<file path="src/design/gec_pkg.sv">
// ----------------------------------------------------------------------------
// gec_pkg: shared types and constants for graph edge connectivity
// Sizes of the graph stores, payload structs, controller states and the
// command and status bundles between controller and datapath.
// ----------------------------------------------------------------------------
`default_nettype none

package gec_pkg;

  localparam int unsigned MaxVertices = 32;
  localparam int unsigned MaxDegree   = 16;
  localparam int unsigned VIdxW       = $clog2(MaxVertices);
  localparam int unsigned CellW       = 2 * VIdxW;
  localparam int unsigned Cells       = MaxVertices * MaxVertices;
  localparam int unsigned VNumW       = 6;
  localparam int unsigned CapW        = 5;
  localparam int unsigned FlowW       = 6;
  localparam int unsigned CntW        = 5;
  localparam logic [VNumW-1:0] VcReset = VNumW'(32);

  typedef struct packed {
    logic [VNumW-1:0] vertex;
    logic [VNumW-1:0] neighbour;
    logic             last;
  } in_item_t;

  typedef struct packed {
    logic [CntW-1:0] connectivity;
    logic            overflow;
  } out_item_t;

  typedef enum logic [3:0] {
    ST_CLR,
    ST_IDLE,
    ST_LFIN,
    ST_DEG_RD,
    ST_DEG_ACC,
    ST_TGT,
    ST_FCLR,
    ST_AUG,
    ST_SCAN,
    ST_EVAL,
    ST_DONE
  } state_e;

  typedef struct packed {
    logic clr_all;
    logic clr_flow;
    logic load;
    logic deg_init;
    logic deg_acc;
    logic flow_init;
    logic tgt_next;
    logic fail_set;
    logic aug_init;
    logic skip;
    logic pop;
    logic eval;
    logic done_set;
  } cmd_t;

  typedef struct packed {
    logic sweep_last;
    logic deg_last;
    logic t_over;
    logic t_is_src;
    logic count_ge_best;
    logic v_over;
    logic v_onpath;
    logic sp_zero;
    logic ev_ok;
    logic ev_hit;
    logic out_busy;
  } sts_t;

endpackage

`default_nettype wire

</file>
<file path="src/design/gec_ctrl.sv">
// ----------------------------------------------------------------------------
// gec_ctrl: sequencing state machine
// Steps through clearing, loading, degree scan, per-target flow clearing
// and the depth-first augmenting search, one command set per cycle.
// ----------------------------------------------------------------------------
`default_nettype none

module gec_ctrl (
  input  wire logic          clk_i,
  input  wire logic          rst_ni,
  input  wire logic          in_valid_i,
  input  wire logic          in_last_i,
  output logic               in_ready_o,
  input  wire gec_pkg::sts_t sts_i,
  output gec_pkg::cmd_t      cmd_o
);

  gec_pkg::state_e state_q, state_d;

  // state register
  always_ff @(posedge clk_i or negedge rst_ni) begin
    if (!rst_ni) begin
      state_q <= gec_pkg::ST_CLR;
    end else begin
      state_q <= state_d;
    end
  end

  // next state and commands
  always_comb begin
    state_d    = state_q;
    cmd_o      = '0;
    in_ready_o = 1'b0;
    case (state_q)
      gec_pkg::ST_CLR: begin
        cmd_o.clr_all = 1'b1;
        if (sts_i.sweep_last) begin
          state_d = gec_pkg::ST_IDLE;
        end
      end
      gec_pkg::ST_IDLE: begin
        in_ready_o = 1'b1;
        if (in_valid_i) begin
          cmd_o.load = 1'b1;
          if (in_last_i) begin
            state_d = gec_pkg::ST_LFIN;
          end
        end
      end
      gec_pkg::ST_LFIN: begin
        cmd_o.deg_init = 1'b1;
        state_d        = gec_pkg::ST_DEG_RD;
      end
      gec_pkg::ST_DEG_RD: begin
        state_d = gec_pkg::ST_DEG_ACC;
      end
      gec_pkg::ST_DEG_ACC: begin
        cmd_o.deg_acc = 1'b1;
        state_d = sts_i.deg_last ? gec_pkg::ST_TGT : gec_pkg::ST_DEG_RD;
      end
      gec_pkg::ST_TGT: begin
        if (sts_i.t_over) begin
          state_d = gec_pkg::ST_DONE;
        end else if (sts_i.t_is_src) begin
          cmd_o.tgt_next = 1'b1;
        end else begin
          cmd_o.flow_init = 1'b1;
          state_d         = gec_pkg::ST_FCLR;
        end
      end
      gec_pkg::ST_FCLR: begin
        cmd_o.clr_flow = 1'b1;
        if (sts_i.sweep_last) begin
          state_d = gec_pkg::ST_AUG;
        end
      end
      gec_pkg::ST_AUG: begin
        if (sts_i.count_ge_best) begin
          cmd_o.tgt_next = 1'b1;
          state_d        = gec_pkg::ST_TGT;
        end else begin
          cmd_o.aug_init = 1'b1;
          state_d        = gec_pkg::ST_SCAN;
        end
      end
      gec_pkg::ST_SCAN: begin
        if (sts_i.v_over) begin
          if (sts_i.sp_zero) begin
            cmd_o.fail_set = 1'b1;
            state_d        = gec_pkg::ST_TGT;
          end else begin
            cmd_o.pop = 1'b1;
          end
        end else if (sts_i.v_onpath) begin
          cmd_o.skip = 1'b1;
        end else begin
          state_d = gec_pkg::ST_EVAL;
        end
      end
      gec_pkg::ST_EVAL: begin
        cmd_o.eval = 1'b1;
        state_d = (sts_i.ev_ok && sts_i.ev_hit) ? gec_pkg::ST_AUG : gec_pkg::ST_SCAN;
      end
      gec_pkg::ST_DONE: begin
        if (!sts_i.out_busy) begin
          cmd_o.done_set = 1'b1;
          state_d        = gec_pkg::ST_CLR;
        end
      end
      default: begin
        state_d = gec_pkg::ST_CLR;
      end
    endcase
  end

endmodule

`default_nettype wire

</file>
<file path="config.mk">
export PLATFORM = sky130hd
export DESIGN_NAME = gec_ctrl
export DESIGN_NICKNAME = d
export VERILOG_FILES = /design/src/design/gec_pkg.sv /design/src/design/gec_ctrl.sv
export SDC_FILE = /design/constraint.sdc
export NUM_CORES = 1
export LEC_CHECK = 0
export BUFFER_PORTS_ARGS = -buffer_cell sky130_fd_sc_hd__buf_2
export CORE_AREA = 5 5 42 44
export DETAILED_ROUTE_END_ITERATION = 10
export DIE_AREA = 0 0 47 49
export GPL_TIMING_DRIVEN = 0
export PLACE_DENSITY = 0.75
export REMOVE_ABC_BUFFERS = 1
export SYNTH_ARGS = -nofsm -noshare
export SYNTH_HDL_FRONTEND = slang
export SYNTH_SLANG_ARGS = --single-unit
export TNS_END_PERCENT = 50
</file>
<file path="constraint.sdc">
create_clock -name clk_i -period 5.2 [get_ports clk_i]
set_input_delay 0.78 -clock clk_i [delete_from_list [all_inputs] [get_ports clk_i]]
set_output_delay 0.78 -clock clk_i [all_outputs]
set_load 0.02 [all_outputs]
</file>
==> impl_metrics.csv <==
group,metric,value,unit
power_and_ir_drop,p_clk_share,9.7,%
floorplan,die_w,47,µm
floorplan,io_pins,29,
worst_setup_path,critical_path_class,"flip-flop to output port",
worst_setup_path,path_cells,"nor4b_2 > nand3b_1 > inv_1 > buf_2",
detailed_routing,drc_errors,0,
worst_setup_path,timing.critical_path.buf_inv,2,
finish,stdcell_count,110,
worst_setup_path,crit_family,"simple AND/OR/NAND/NOR gates",
logic_synthesis,synth_cells,68,
detailed_routing,wl_per_cell,12.0,µm
finish,largest-register,"state_q",
worst_setup_path,ff2ff_path_depth,4,
detailed_routing,vias,592,
worst_setup_path,cp-start-kind,"flip-flop",
grt,grt_pass1_wl,1920,µm
logic_synthesis,syn_area,558,µm²
sta,skew,0.00174,ns
grt,grt_max_degree,19,
sta,fin_setup_tns,0,ns
cts,htreeDepth,1,
place,placedCellCount,107,
grt,grt_pass1_vias,462,
place,post-dp-hpwl,1070,µm
power_and_ir_drop,peakVddDrop,0.248,mV
detailed_routing,drt-pass1-iter-count,4,
power_and_ir_drop,switchingPower,0.000189,W
finish,nets,111,
logic_synthesis,synthDistinctLibCells,34,
floorplan,dieArea,2300,µm²
job,maxCapViolCount,0,
cts,insertion_delay,0.23,ns
power_and_ir_drop,power.leakage,0.355,nW
sta,rsz0062_at_grt,"no",
worst_setup_path,worstSetupEndpoint,"cmd_o[2]",
detailed_routing,dr.first_iter.drc_count,9,
worst_setup_path,worstReg2RegEnd,"state_q[3]",
floorplan,start_util,39.8,%
logic_synthesis,synthFlopType,"dfrtp_1",
grt,antenna_found_initial,0,
sta,tightest_slew,0.537,ns
worst_setup_path,slowest_stage,"dfrtp_1",
logic_synthesis,ys_warn_count,0,
detailed_routing,viasPerCell,5.38,
cts,numCtsBuffers,3,
finish,num_antenna_cells,0,
cts,clkSinkCount,4,
cts,cts-root-buf,"clkbuf_4",
logic_synthesis,synth-seq-cells,4,
logic_synthesis,yosysSeqAreaShare,17.9,%
power_and_ir_drop,netSwitchingFraction,50.3,%
sta,max_slew_margin,64.2,%
cts,postCtsHoldBufs,0,
worst_setup_path,worstPathMaxFanout,18,
logic_synthesis,syn_area_per_cell,8.21,µm²
detailed_routing,totalWireLength,1320,µm
worst_setup_path,crit_path_start,"state_q[1]",
floorplan,core,1400,µm²
power_and_ir_drop,p_comb_share,61.1,%
place,place.gp.congestion,0.785,
finish,top_regs,"state_q (4)",
finish,syn2layout_area_growth,27.4,%
floorplan,die_h,49,µm
place,port_buffers,28,
worst_setup_path,path_depth,4,
finish,largest_reg_flops,4,
power_and_ir_drop,p_per_area,528,nW/µm²
grt,grt_usage,10.9,%
cts,cts_buffer_depth,2,
sta,fin_crit,2.61,ns
worst_setup_path,rrSetupSlack,3.17,ns
worst_setup_path,rr_startpoint,"state_q[1]",
sta,fin_crit_sh,50.2,%
worst_setup_path,arrival,1.83,ns
worst_setup_path,cpPeakStageDelay,0.56,ns
cts,cts-resized-gates,0,
floorplan,row_count,14,
power_and_ir_drop,p_seq_share,29.2,%
worst_setup_path,cp.required,4.42,ns
power_and_ir_drop,p_int,0.000187,W
logic_synthesis,async_flop_share,100,%
cts,cts_setup_buffers,0,
detailed_routing,antenna_left,0,
sta,slew_viol_final,0,
cts,tritoncts,"yes",
sta,fmax,0.383,GHz
sta,hold_viol,0,
finish,drive_above_1_share,38.3,%
cts,path_clk_slew,0.03,ns
sta,setup_viol,0,
worst_hold_path,hp-class,"input pin to async pin",
outcome,status,"completed",
grt,grt_overflow_total,0,
logic_synthesis,synth_edf_count,0,
worst_setup_path,crit_path_end_kind,"output port",
## power groups by stage
stage                     combinational (W)   clock, W  sequential, W
after floorplan                    0.000180          0      0.0000940
after global placement             0.000225          0       0.000108
after detailed placement           0.000231          0       0.000108
after CTS                          0.000231  0.0000389       0.000108
after global routing               0.000251  0.0000408       0.000116
final                              0.000229  0.0000365       0.000110
## stage by stage
step | utilization (%) | instance area, µm² | setup slack [ns] | total power, W | hold slack [ns]
2_1_floorplan | - | 528 | 2.90 | 0.000274 | 0.484
3_5_place_dp | 49.1 | 688 | 2.82 | 0.000339 | 0.587
5_1_grt | 50.7 | 711 | 2.49 | 0.000407 | 0.337
4_1_cts | 50.7 | 711 | 2.60 | 0.000377 | 0.338
6_report | 50.7 | 711 | 2.59 | 0.000375 | 0.346
3_3_place_gp | 49.1 | 688 | 2.83 | 0.000332 | 0.583
## layer usage
layer	global-route usage, %	vias to the layer above	wire length [µm]
met5	0	-	0
met3	0	0	76
met2	17.4	14	681
met4	5.53	0	0
li1	-	307	-
met1	14.4	271	558
## area by class of cell
type | instances | area, µm²
multi-input combinational | 55 | 413
sequential | 4 | 100
inverter | 4 | 15.0
timing repair buffer | 28 | 140
clock buffer | 3 | 22.5
fill | 141 | 691
tap | 16 | 20.0
## kinds of logic (layout without fill, tap and decap cells)
kind of cell	after synthesis	after routing	synth area share (%)
xor+xnor	1	1	1.57
buf+inv	9	35	8.07
flops	4	4	17.9
simple gates	37	37	42.8
mux	4	4	8.07
compound gates	13	13	21.5
## cell usage in the layout (no fill, tap or decap)
cell type	netlist	final
a22oi_1	1	1
and2_1	2	2
nor2b_1	3	3
buf_2	0	28
or3_1	1	1
and3_1	2	2
nand3b_1	4	4
nand4_1	2	2
a21oi_1	1	1
o211ai_1	1	1
or3_4	1	1
xnor2_1	1	1
o21ai_1	1	1
nand2_1	4	4
nand3_1	1	1
mux2_1	4	4
nand2b_1	4	4
inv_1	4	4
a32oi_1	2	2
a211o_1	1	1
a21boi_0	1	1
nor3b_1	1	1
o31a_1	1	1
clkbuf_4	0	3
a32oi_2	1	1
nor3_1	3	3
nor4b_2	2	2
nor2_1	5	5
o2111ai_4	1	1
dfrtp_1	4	4
nor4_1	1	1
and4bb_1	1	1
o21ai_0	2	2
## worst min path at each step
stage	startpoint	cells after the start	to	slack, ns
final	rst_ni	1	state_q[2]	0.35
after global routing	rst_ni	1	state_q[1]	0.34
after CTS	rst_ni	1	state_q[2]	0.34
after detailed placement	rst_ni	1	state_q[2]	0.59
after global placement	rst_ni	1	state_q[0]	0.58
after floorplan	rst_ni	0	state_q[0]	0.48
## cells in the mapped netlist, types with 3 or more instances
cell	n	area, µm²
inv_1	4	15.0
dfrtp_1	4	100
nor2_1	5	18.8
nand3b_1	4	30.0
clkbuf_1	3	11.3
nand2b_1	4	25.0
nand2_1	4	15.0
mux2_1	4	45.0
nor3_1	3	15.0
nor2b_1	3	18.8
(Power assumes the default switching activity.)
